File: config.mk
export PLATFORM = sky130hd
export DESIGN_NAME = ramst_ctrl
export DESIGN_NICKNAME = d
export VERILOG_FILES = /design/src/hdl/ramst_pkg.sv /design/src/hdl/ramst_ctrl.sv
export SDC_FILE = /design/constraint.sdc
export NUM_CORES = 1
export LEC_CHECK = 0
export BUFFER_PORTS_ARGS = -buffer_cell sky130_fd_sc_hd__clkbuf_2
export CAP_MARGIN = 20
export CORE_MARGIN = 4
export CORE_UTILIZATION = 45
export CTS_CLUSTER_SIZE = 24
export DETAILED_ROUTE_END_ITERATION = 6
export PLACE_DENSITY = 0.69
export SYNTH_ARGS = -nofsm -noshare
export SYNTH_HDL_FRONTEND = slang
export SYNTH_SLANG_ARGS = --single-unit
File: constraint.sdc
create_clock -name i_clk -period 2 [get_ports i_clk]
set_input_delay 0.4 -clock i_clk [delete_from_list [all_inputs] [get_ports i_clk]]
set_output_delay 0.4 -clock i_clk [all_outputs]
set_load 0.02 [all_outputs]
File: src/hdl/ramst_pkg.sv
// Shared types, command/status structs and saturating arithmetic for the
// range-add / global-minimum segment tree. No dependencies.
`default_nettype none
package ramst_pkg;

    localparam int MAX_SIZE_DEF = 1024;
    localparam int DATA_W       = 32;
    localparam int CFG_W        = 11;
    localparam int POS_W        = 11;
    localparam int IDX_W        = 10;

    // Datapath micro-operations
    typedef enum logic [4:0] {
        OP_NONE,
        OP_LATCH,
        OP_BLD_LEAF,
        OP_BLD_NODE,
        OP_P0,
        OP_P1,
        OP_P2,
        OP_P3,
        OP_P4,
        OP_A0,
        OP_A1,
        OP_L0,
        OP_L1,
        OP_L2,
        OP_RD0,
        OP_RD1,
        OP_RT0,
        OP_RT1
    } t_op;

    // Frame stack operations
    typedef enum logic [2:0] {
        STK_NONE,
        STK_PUSH_L,
        STK_PUSH_R,
        STK_POP,
        STK_TAIL
    } t_stk;

    typedef struct packed {
        t_op  op;
        t_stk stk;
    } t_cmd;

    typedef struct packed {
        logic leaf;
        logic disjoint;
        logic covered;
        logic dep_zero;
        logic top_ph2;
        logic pend_zero;
        logic req_err;
        logic req_empty;
    } t_sts;

    // Add two signed words, sticking at the extremes
    function automatic logic signed [DATA_W-1:0] sat_add(
        input logic signed [DATA_W-1:0] a,
        input logic signed [DATA_W-1:0] b
    );
        logic signed [DATA_W:0] s;
        logic signed [DATA_W-1:0] res;
        s = {a[DATA_W-1], a} + {b[DATA_W-1], b};
        if (s[DATA_W] != s[DATA_W-1]) begin
            res = s[DATA_W] ? {1'b1, {(DATA_W-1){1'b0}}} : {1'b0, {(DATA_W-1){1'b1}}};
        end else begin
            res = s[DATA_W-1:0];
        end
        return res;
    endfunction

endpackage
`default_nettype wire

File: src/hdl/ramst_ctrl.sv
// Controller: state machine that sequences tree walks, pushes, pulls and
// results. Depends on ramst_pkg; drives ramst_dp through t_cmd.
`default_nettype none
module ramst_ctrl (
    input  wire logic            i_clk,
    input  wire logic            i_rst_n,
    input  wire logic            i_cfg_we,
    input  wire logic            i_in_valid,
    input  wire logic            i_req_type,
    input  wire logic            i_out_stall,
    input  wire ramst_pkg::t_sts i_sts,
    output ramst_pkg::t_cmd      o_cmd,
    output logic                 o_in_stall,
    output logic                 o_out_valid
);
    import ramst_pkg::*;

    localparam logic [4:0] S_IDLE  = 5'd0;
    localparam logic [4:0] S_ENTER = 5'd1;
    localparam logic [4:0] S_P0    = 5'd2;
    localparam logic [4:0] S_P1    = 5'd3;
    localparam logic [4:0] S_P2    = 5'd4;
    localparam logic [4:0] S_P3    = 5'd5;
    localparam logic [4:0] S_P4    = 5'd6;
    localparam logic [4:0] S_A0    = 5'd7;
    localparam logic [4:0] S_A1    = 5'd8;
    localparam logic [4:0] S_L0    = 5'd9;
    localparam logic [4:0] S_L1    = 5'd10;
    localparam logic [4:0] S_L2    = 5'd11;
    localparam logic [4:0] S_RET   = 5'd12;
    localparam logic [4:0] S_R0    = 5'd13;
    localparam logic [4:0] S_R1    = 5'd14;
    localparam logic [4:0] S_T0    = 5'd15;
    localparam logic [4:0] S_T1    = 5'd16;

    localparam logic [1:0] M_BUILD = 2'd0;
    localparam logic [1:0] M_ADD   = 2'd1;
    localparam logic [1:0] M_READ  = 2'd2;

    logic [4:0] r_state, n_state;
    logic [1:0] r_mode, n_mode;
    logic       r_ovalid, n_ovalid;
    logic       in_acc, out_free;

    assign o_in_stall  = (r_state != S_IDLE) || i_cfg_we;
    assign o_out_valid = r_ovalid;
    assign in_acc      = i_in_valid && !o_in_stall;
    assign out_free    = !r_ovalid || !i_out_stall;

    always_comb begin
        n_state   = r_state;
        n_mode    = r_mode;
        n_ovalid  = r_ovalid && i_out_stall;
        o_cmd.op  = OP_NONE;
        o_cmd.stk = STK_NONE;
        unique case (r_state)
            S_IDLE: begin
                if (in_acc) begin
                    o_cmd.op = OP_LATCH;
                    n_mode   = i_req_type ? M_READ : M_ADD;
                    n_state  = (i_sts.req_err || i_sts.req_empty) ? S_T0 : S_ENTER;
                end
            end
            S_ENTER: begin
                if (r_mode == M_BUILD) begin
                    if (i_sts.leaf) begin
                        o_cmd.op = OP_BLD_LEAF;
                        if (i_sts.dep_zero) begin
                            n_state = S_IDLE;
                        end else begin
                            o_cmd.stk = STK_POP;
                            n_state   = S_RET;
                        end
                    end else begin
                        o_cmd.op  = OP_BLD_NODE;
                        o_cmd.stk = STK_PUSH_L;
                    end
                end else if (r_mode == M_READ) begin
                    n_state = i_sts.leaf ? S_R0 : S_P0;
                end else if (i_sts.disjoint) begin
                    // finish this frame untouched
                    if (i_sts.dep_zero) begin
                        n_state = S_T0;
                    end else begin
                        o_cmd.stk = STK_POP;
                        n_state   = S_RET;
                    end
                end else begin
                    n_state = i_sts.leaf ? S_A0 : S_P0;
                end
            end
            S_P0: begin
                o_cmd.op = OP_P0;
                n_state  = S_P1;
            end
            S_P1: begin
                o_cmd.op = OP_P1;
                if (i_sts.pend_zero) begin
                    // nothing pending: skip the push
                    o_cmd.op = OP_NONE;
                    if (r_mode == M_READ) begin
                        o_cmd.stk = STK_TAIL;
                        n_state   = S_ENTER;
                    end else if (i_sts.covered) begin
                        n_state = S_A0;
                    end else begin
                        o_cmd.stk = STK_PUSH_L;
                        n_state   = S_ENTER;
                    end
                end else begin
                    n_state = S_P2;
                end
            end
            S_P2: begin
                o_cmd.op = OP_P2;
                n_state  = S_P3;
            end
            S_P3: begin
                o_cmd.op = OP_P3;
                n_state  = S_P4;
            end
            S_P4: begin
                o_cmd.op = OP_P4;
                if (r_mode == M_READ) begin
                    o_cmd.stk = STK_TAIL;
                    n_state   = S_ENTER;
                end else if (i_sts.covered) begin
                    n_state = S_A0;
                end else begin
                    o_cmd.stk = STK_PUSH_L;
                    n_state   = S_ENTER;
                end
            end
            S_A0: begin
                o_cmd.op = OP_A0;
                n_state  = S_A1;
            end
            S_A1, S_L2: begin
                o_cmd.op = (r_state == S_A1) ? OP_A1 : OP_L2;
                if (i_sts.dep_zero) begin
                    n_state = (r_mode == M_BUILD) ? S_IDLE : S_T0;
                end else begin
                    o_cmd.stk = STK_POP;
                    n_state   = S_RET;
                end
            end
            S_L0: begin
                o_cmd.op = OP_L0;
                n_state  = S_L1;
            end
            S_L1: begin
                o_cmd.op = OP_L1;
                n_state  = S_L2;
            end
            S_RET: begin
                // descend right after the left side, pull after the right
                if (i_sts.top_ph2) begin
                    n_state = S_L0;
                end else begin
                    o_cmd.stk = STK_PUSH_R;
                    n_state   = S_ENTER;
                end
            end
            S_R0: begin
                o_cmd.op = OP_RD0;
                n_state  = S_R1;
            end
            S_R1: begin
                o_cmd.op = OP_RD1;
                n_state  = S_T0;
            end
            S_T0: begin
                o_cmd.op = OP_RT0;
                n_state  = S_T1;
            end
            S_T1: begin
                if (out_free) begin
                    o_cmd.op = OP_RT1;
                    n_ovalid = 1'b1;
                    n_state  = S_IDLE;
                end
            end
            default: begin
                n_state = S_IDLE;
            end
        endcase
        // a size write restarts the build
        if (i_cfg_we) begin
            n_state   = S_ENTER;
            n_mode    = M_BUILD;
            o_cmd.op  = OP_NONE;
            o_cmd.stk = STK_NONE;
        end
    end

    always_ff @(posedge i_clk) begin
        if (!i_rst_n) begin
            r_state  <= S_ENTER;
            r_mode   <= M_BUILD;
            r_ovalid <= 1'b0;
        end else begin
            r_state  <= n_state;
            r_mode   <= n_mode;
            r_ovalid <= n_ovalid;
        end
    end
endmodule
`default_nettype wire

==> results of run 1 <==
[cell type report]
class | instances | area share
multi-input cells | 131 | 0.565
repair buffers | 56 | 0.276
inverters | 4 | 0.00998
clock buffers | 3 | 0.0150
flip-flops and latches | 8 | 0.111
well taps | 27 | 0.0224
[cell usage in the layout, fill, tap and decap left out, types with 2 or more instances in the layout]
| cell | instances |
|---|---|
| nand3b_1 | 2 |
| buf_4 | 31 |
| or3_4 | 2 |
| a21o_1 | 2 |
| nand2b_4 | 2 |
| nand2_1 | 16 |
| o21ai_0 | 10 |
| a31oi_1 | 5 |
| nand4_1 | 2 |
| dfxtp_1 | 4 |
| clkbuf_8 | 2 |
| dfxtp_2 | 3 |
| nand3_1 | 4 |
| o21a_1 | 3 |
| buf_6 | 6 |
| nor2_1 | 19 |
| nand2b_1 | 6 |
| o21ai_1 | 2 |
| nor2b_1 | 3 |
| nor2b_2 | 2 |
| a21oi_2 | 3 |
| nor3_1 | 4 |
| a21oi_1 | 14 |
| o21bai_1 | 3 |
| and3_1 | 2 |
| nor3_2 | 3 |
| clkbuf_2 | 16 |
| inv_1 | 4 |
| clkbuf_4 | 4 |
[layer usage]
| metal | GRT usage | up-vias | routed length [um] |
|---|---|---|---|
| met2 | 0.431 | 64 | 1710 |
| met4 | 0.162 | 0 | 112 |
| met3 | 0.0388 | 12 | 266 |
| met5 | 0 | - | 0 |
| li1 | - | 656 | - |
| met1 | 0.337 | 615 | 1420 |
[flip-flops by register name, summed over array words and instances (netlist names)]
signal / cells
r_mode: 2
r_state: 5
o_out_valid: 1
[worst max path at each step]
stage / end / cells past startpoint
finish: o_cmd[1] / 7
global route: o_cmd[2] / 7
detailed placement: o_cmd[3] / 4
CTS: o_cmd[3] / 4
global placement: o_cmd[3] / 4
floorplan: o_cmd[0] / 5
[what timing repair did]
item / in CTS / in global routing
buffers inserted: 4 / 1
resized for setup: 32 / 16
pin swaps: 11 / 3
endpoints found under the setup margin: 6 / 7
cloned: 0 / 0
[logic make-up (layout without fill, tap and decap cells)]
family                 count (synthesis)  in the layout  synth area share
AO/OA/AOI/OAI                         54             54             0.348
multiplexers                           1              1            0.0105
AND/OR/NAND/NOR                       75             75             0.403
XOR/XNOR                               1              1           0.00919
buffers and inverters                 14             63            0.0617
flip-flops                             8              8             0.168
[synth_stat cells (2+ instances only)]
cell type	count
and3_1	3
o21ai_0	12
nor3_1	8
dfxtp_1	8
clkbuf_1	4
a31oi_1	5
a21oi_1	18
nand3_1	4
inv_1	4
buf_2	5
a41oi_1	2
nor2b_1	5
nand4_1	2
nand3b_1	2
o21a_1	3
nand2_1	17
nand2b_1	8
nor2_1	19
o21bai_1	4
a21o_1	2
[report_power, final]
group | switching, mW | total, mW | internal, mW
sequential | 0.00784 | 0.173 | 0.165
combinational | 0.167 | 0.331 | 0.164
clock | 0.0537 | 0.122 | 0.0685
[through the flow]
stage / worst slack, ns / util / hold slack, ns
4_1_cts: -0.169 / 0.730 / 0.361
2_1_floorplan: 0.0391 / - / 0.528
6_report: -0.197 / 0.759 / 0.368
3_3_place_gp: 0.0505 / 0.646 / 0.511
3_5_place_dp: 0.0123 / 0.646 / 0.530
5_1_grt: -0.265 / 0.759 / 0.403
==> impl_metrics.py, run 1 <==
metrics = {
    "worst_setup_path": {
        "r2r-start": "r_state[3]$_SDFFE_PP0P_",
        "startpoint_type": "flip-flop",
        "path_buf_inv": 2,
        "critical_path.cell_chain": "buf_4 > nand2b_4 > nor4_4 > a21boi_2 > o21bai_1 > a21oi_2 > clkbuf_8",
        "max_stage_delay_ns": 0.31,
        "slowest_stage": "dfxtp_1",
        "critPathKind": "flip-flop to output pin",
        "cp-startpoint": "r_state[3]$_SDFFE_PP0P_",
        "cp.required_ns": 1.60,
        "cp_top_family": "simple AND/OR/NAND/NOR gates",
        "rr_endpoint": "r_state[2]$_SDFFE_PP0P_",
        "endpoint_kind": "output pin",
        "cp_data_arrival_time_ns": 1.80,
        "ff2ff_path_depth": 9,
        "ff2ff_setup_slack_ns": 0.20,
        "critPathMaxFanout": 5,
    },
    "grt": {
        "grt_pass1_vias": 1231,
        "grt_max_degree": 13,
        "antenna_found_initial": 0,
        "grt_pass1_wl_mm": 5.66,
        "grt_overflow": 0,
        "grt.total_usage": 0.269,
    },
    "final_layout": {
        "multi_input_area_sq_um": 851,
        "n_fill_cell": 141,
        "seq_area_sq_um": 168,
        "stdcell_count": 229,
        "syn2layout_area_growth_pct": 57.9,
        "antenna_cells": 0,
        "fin_area_sq_mm": 0.00151,
        "layout-drive-gt1-share": 0.431,
        "nets": 218,
    },
    "cts": {
        "htreeDepth": 1,
        "cts.sinks": 8,
        "tritoncts": "built",
        "path_clk_slew_ns": 0.05,
        "clkLatencyLatePin_ns": 0.26,
        "root_buffer": "clkbuf_4",
        "numCtsBuffers": 3,
        "postCtsHoldBufs": 0,
        "clockBufferDepth": 2,
    },
    "floorplan": {
        "die_width_um": 54.0,
        "initial_core_util": 0.481,
        "die_area_sq_mm": 0.00292,
        "core_sq_mm": 0.00198,
        "num_io_pins": 24,
        "die_h_um": 54.0,
        "row_count": 16,
    },
    "timing": {
        "fin_skew_ns": 0.00651,
        "setup_slack_ns": -0.197,
        "setup_viol_count_final": 6,
        "rsz0062_at_grt": "yes",
        "fmaxAchievable_mhz": 455,
        "slew_headroom": 0.732,
        "post-route-period-util": 1.10,
        "period_minus_slack_ns": 2.20,
        "tightest_slew_ns": 0.401,
        "setup_tns_ns": -0.833,
        "hold_violations": 0,
        "report.final.slew_viol_count": 0,
    },
    "yosys": {
        "ys_seq_area_frac": 0.168,
        "syn_inst": 153,
        "synth_area_per_cell_sq_um": 6.23,
        "synthFlopType": "dfxtp_1",
        "synth_top_area_share": 0.168,
        "synth_area_leaders": "dfxtp_1, a21oi_1, nor2_1",
        "syn_nets": 167,
        "ys_seq_elements": 8,
        "ys.warnings.count": 0,
        "asyncSetResetFlopFracSynth": 0,
        "yosys.area.top_type": "dfxtp_1",
        "synth_edf_count": 0,
        "synth_cell_types": 38,
        "syn_area_sq_um": 953,
    },
    "hold_path": {
        "min_to": "o_out_valid$_SDFF_PN0_",
        "hold_class": "input port to flip-flop",
        "hold_start": "i_rst_n",
        "holdPathStages": 2,
    },
    "placed_design": {
        "placed_cells": 221,
        "hpwl_mm": 2.55,
        "gp_congestion": 0.883,
        "io_buffers": 23,
        "placed_area_sq_mm": 0.00128,
    },
    "routing": {
        "drcViolationCount": 0,
        "drtIter0Drc": 51,
        "vias": 1347,
        "wl_mm": 3.51,
        "vias_per_cell": 5.88,
        "drt.antenna.violating_nets": 0,
        "wl_per_cell_um": 15.3,
        "first_pass_iters": 4,
    },
    "run": {
        "maxCapViolCount": 0,
    },
    "pwr": {
        "ir_drop_uv": 411,
        "power.total_mw": 0.626,
        "power_density_mw_per_mm2": 416,
        "p_leak_nw": 0.637,
    },
    "status": {
        "status": "finished with violations",
        "violations": "setup timing",
    },
}
(Power assumes the default switching activity.)
==> inputs of run 2 (changes only) <==
- ABC_AREA: not set -> 1
- CORE_UTILIZATION: 45 -> 50
- PLACE_DENSITY: 0.69 -> 0.88
==> run 2 against run 1 <==
Net effect:
- the run still ends with setup timing left
- combinational power down 5%
- clock skew down 0.0056 ns
- sequential power up 3%
- clock-buffer cell count unchanged
- flip-flop and latch count unchanged
- critical path depth up 4
- global-route usage down 1.8 points
- critical path type unchanged
- critical endpoint is now o_cmd[3]
- largest cell class unchanged
==> impl_metrics.py, run 2 <==
metrics = {
    "placed_design": {
        "placed_area_sq_mm": 0.00112,
        "io_buffers": 23,
        "hpwl_mm": 2.29,
        "gp_congestion": 0.923,
        "post-place-ws_ns": 0.0942,
    },
    "routing": {
        "drt.antenna.violating_nets": 0,
        "wl_mm": 3.79,
        "drcViolationCount": 0,
        "vias_per_cell": 5.62,
        "vias": 1406,
        "first_pass_iters": 4,
        "wl_per_cell_um": 15.2,
        "drtIter0Drc": 44,
    },
    "timing": {
        "setup_viol_count_final": 4,
        "period_minus_slack_ns": 2.08,
        "hold_violations": 0,
        "rsz0062_at_grt": "yes",
        "fin_skew_ns": 0.000915,
        "setup_slack_ns": -0.0755,
        "fmaxAchievable_mhz": 482,
        "report.final.slew_viol_count": 0,
        "setup_tns_ns": -0.166,
        "slew_headroom": 0.839,
        "post-route-period-util": 1.04,
        "tightest_slew_ns": 0.242,
    },
    "final_layout": {
        "layout-drive-gt1-share": 0.409,
        "syn2layout_area_growth_pct": 51.4,
        "most-common-layout-cells": "nand2_1, nor2_1, inv_1",
        "multi_input_area_sq_um": 808,
        "antenna_cells": 0,
        "final_common_cell": "nand2_1",
        "fin_area_sq_mm": 0.00146,
        "seq_area_sq_um": 179,
        "utilization": 0.820,
        "n_fill_cell": 130,
        "regMostFlops": "r_state",
        "largest_register_ffs": 5,
        "nets": 241,
    },
    "yosys": {
        "synth-compound-area-share": 0.127,
        "ys_seq_area_frac": 0.166,
        "yosys.area.top_type": "nand2_1",
        "yosys.area_share.simple": 0.584,
        "synth.most_common_cell": "nand2_1",
        "synth_xor_area_frac": 0,
        "asyncSetResetFlopFracSynth": 0,
        "ys.warnings.count": 0,
        "syn_area_sq_um": 966,
        "synth_top_family_by_area": "simple AND/OR/NAND/NOR gates",
        "synthFlopType": "dfxtp_1",
        "synth_area_per_cell_sq_um": 5.37,
        "synthAdderAreaFrac": 0,
        "syn_nets": 194,
        "synth_area_leaders": "nand2_1, dfxtp_1, nor2_1",
        "synth.top_cells.by_count": "nand2_1, nor2_1, inv_1",
        "ys_seq_elements": 8,
        "synth_top_area_share": 0.187,
        "syn_inst": 180,
        "synthMuxAreaShare": 0,
        "synth_edf_count": 0,
        "synth_cell_types": 23,
    },
    "pwr": {
        "ir_drop_uv": 318,
        "power_density_mw_per_mm2": 431,
        "p_leak_nw": 0.748,
        "power.total_mw": 0.630,
    },
    "grt": {
        "grt_overflow": 0,
        "grt_max_degree": 8,
        "grt_pass1_vias": 1231,
        "grt_pass1_wl_mm": 5.13,
        "grt.total_usage": 0.251,
        "antenna_found_initial": 0,
    },
    "floorplan": {
        "die_width_um": 52.0,
        "initial_core_util": 0.542,
        "row_count": 15,
        "num_io_pins": 24,
        "core_sq_mm": 0.00178,
        "die_area_sq_mm": 0.00270,
        "die_h_um": 52.0,
    },
    "cts": {
        "clockBufferDepth": 2,
        "root_buffer": "clkbuf_4",
        "htreeDepth": 1,
        "path_clk_slew_ns": 0.06,
        "cts.sinks": 8,
        "clkLatencyLatePin_ns": 0.27,
        "postCtsHoldBufs": 0,
        "tritoncts": "built",
        "numCtsBuffers": 3,
    },
    "run": {
        "maxCapViolCount": 0,
    },
    "worst_setup_path": {
        "slowest_stage": "dfxtp_4",
        "critical_path.cell_chain": "inv_8 > buf_4 > nand3_4 > nor2_4 > nand2_2 > nand3b_1 > nor2_1 > nand3_1 > nand2_1 > inv_1 > buf_6",
        "startpoint_type": "flip-flop",
        "critPathMaxFanout": 7,
        "max_stage_delay_ns": 0.37,
        "path_buf_inv": 4,
        "endpoint_kind": "output pin",
        "critPathKind": "flip-flop to output pin",
        "cp_data_arrival_time_ns": 1.68,
        "cp.required_ns": 1.60,
        "cp_top_family": "simple AND/OR/NAND/NOR gates",
    },
    "hold_path": {
        "hold_class": "input port to flip-flop",
    },
    "status": {
        "violations": "setup timing",
        "status": "finished with violations",
    },
}
-- run 2: cell count changes after synthesis, sizes merged, moves of 4 or more --
cell    before  now
o21bai       4    0
buf          6    0
o211ai       0    4
a21oi       18    5
nor3         8    3
nor2b        5    0
nand3        4   17
o21ai       13    4
nand2b       8    0
clkbuf       4    0
nor2        19   47
nand2       17   52
inv          4   31
-- run 2: stage by stage --
step	cells	hold slack [ns]
finish	250	0.389
floorplan	180	0.476
detailed placement	229	0.501
CTS	235	0.388
global route	250	0.420
global placement	229	0.481
-- run 2: final cells by class --
| type | instances | area share |
|---|---|---|
| clock buffers | 3 | 0.0154 |
| inverters | 31 | 0.0881 |
| multi-input cells | 141 | 0.553 |
| flip-flops and latches | 8 | 0.122 |
| well taps | 25 | 0.0214 |
| repair buffers | 42 | 0.200 |
-- run 2: worst paths after layout --
path / startpoint / end / slack [ns] / depth (start not counted)
max: r_state[4]$_SDFFE_PP0P_ / o_cmd[3] / -0.08 / 11
min: i_rst_n / r_mode[0]$_SDFFE_PP0P_ / 0.39 / 3
max reg2reg: r_mode[0]$_SDFFE_PP0P_ / r_state[1]$_SDFFE_PP0P_ / 0.48 / 10
min reg2reg: r_mode[1]$_SDFFE_PP0P_ / r_mode[1]$_SDFFE_PP0P_ / 0.52 / 2
-- run 2: power by group --
part	total, mW	switching [mW]	leakage [nW]	internal, mW
registers	0.178	0.0151	0.0680	0.163
logic	0.314	0.192	0.666	0.122
clock network	0.138	0.0685	0.0138	0.0696
-- run 2: what timing repair did --
item,in CTS,in global routing
endpoints found under the setup margin,7,7
buffers inserted,3,15
pin swaps,3,12
gates resized for setup,32,32
-- run 2: cells by family (layout without fill, tap and decap cells) --
family                 after synthesis  in the layout
DFF                                  8              8
AOI/OAI and AO/OA                   19             19
buffers and inverters               31             76
and+or+nand+nor                    122            122
-- run 2: worst register-to-register path: stages, from the launching register on --
cell and delay, ns:
dfxtp_1 0.36, inv_1 0.09, nand2_2 0.12, nand2_1 0.11, o21ai_2 0.20, buf_4 0.14
nor2_1 0.03, nor2_1 0.14, nand2_1 0.08, nand2_1 0.06, nor2_1 0.05
-- run 2: per-layer routing --
layer | global-route usage | up-vias | wire length, um
met4 | 0.0786 | 0 | 149
met5 | 0 | - | 0
met3 | 0.0430 | 16 | 231
met2 | 0.446 | 63 | 1920
li1 | - | 665 | -
met1 | 0.303 | 662 | 1490
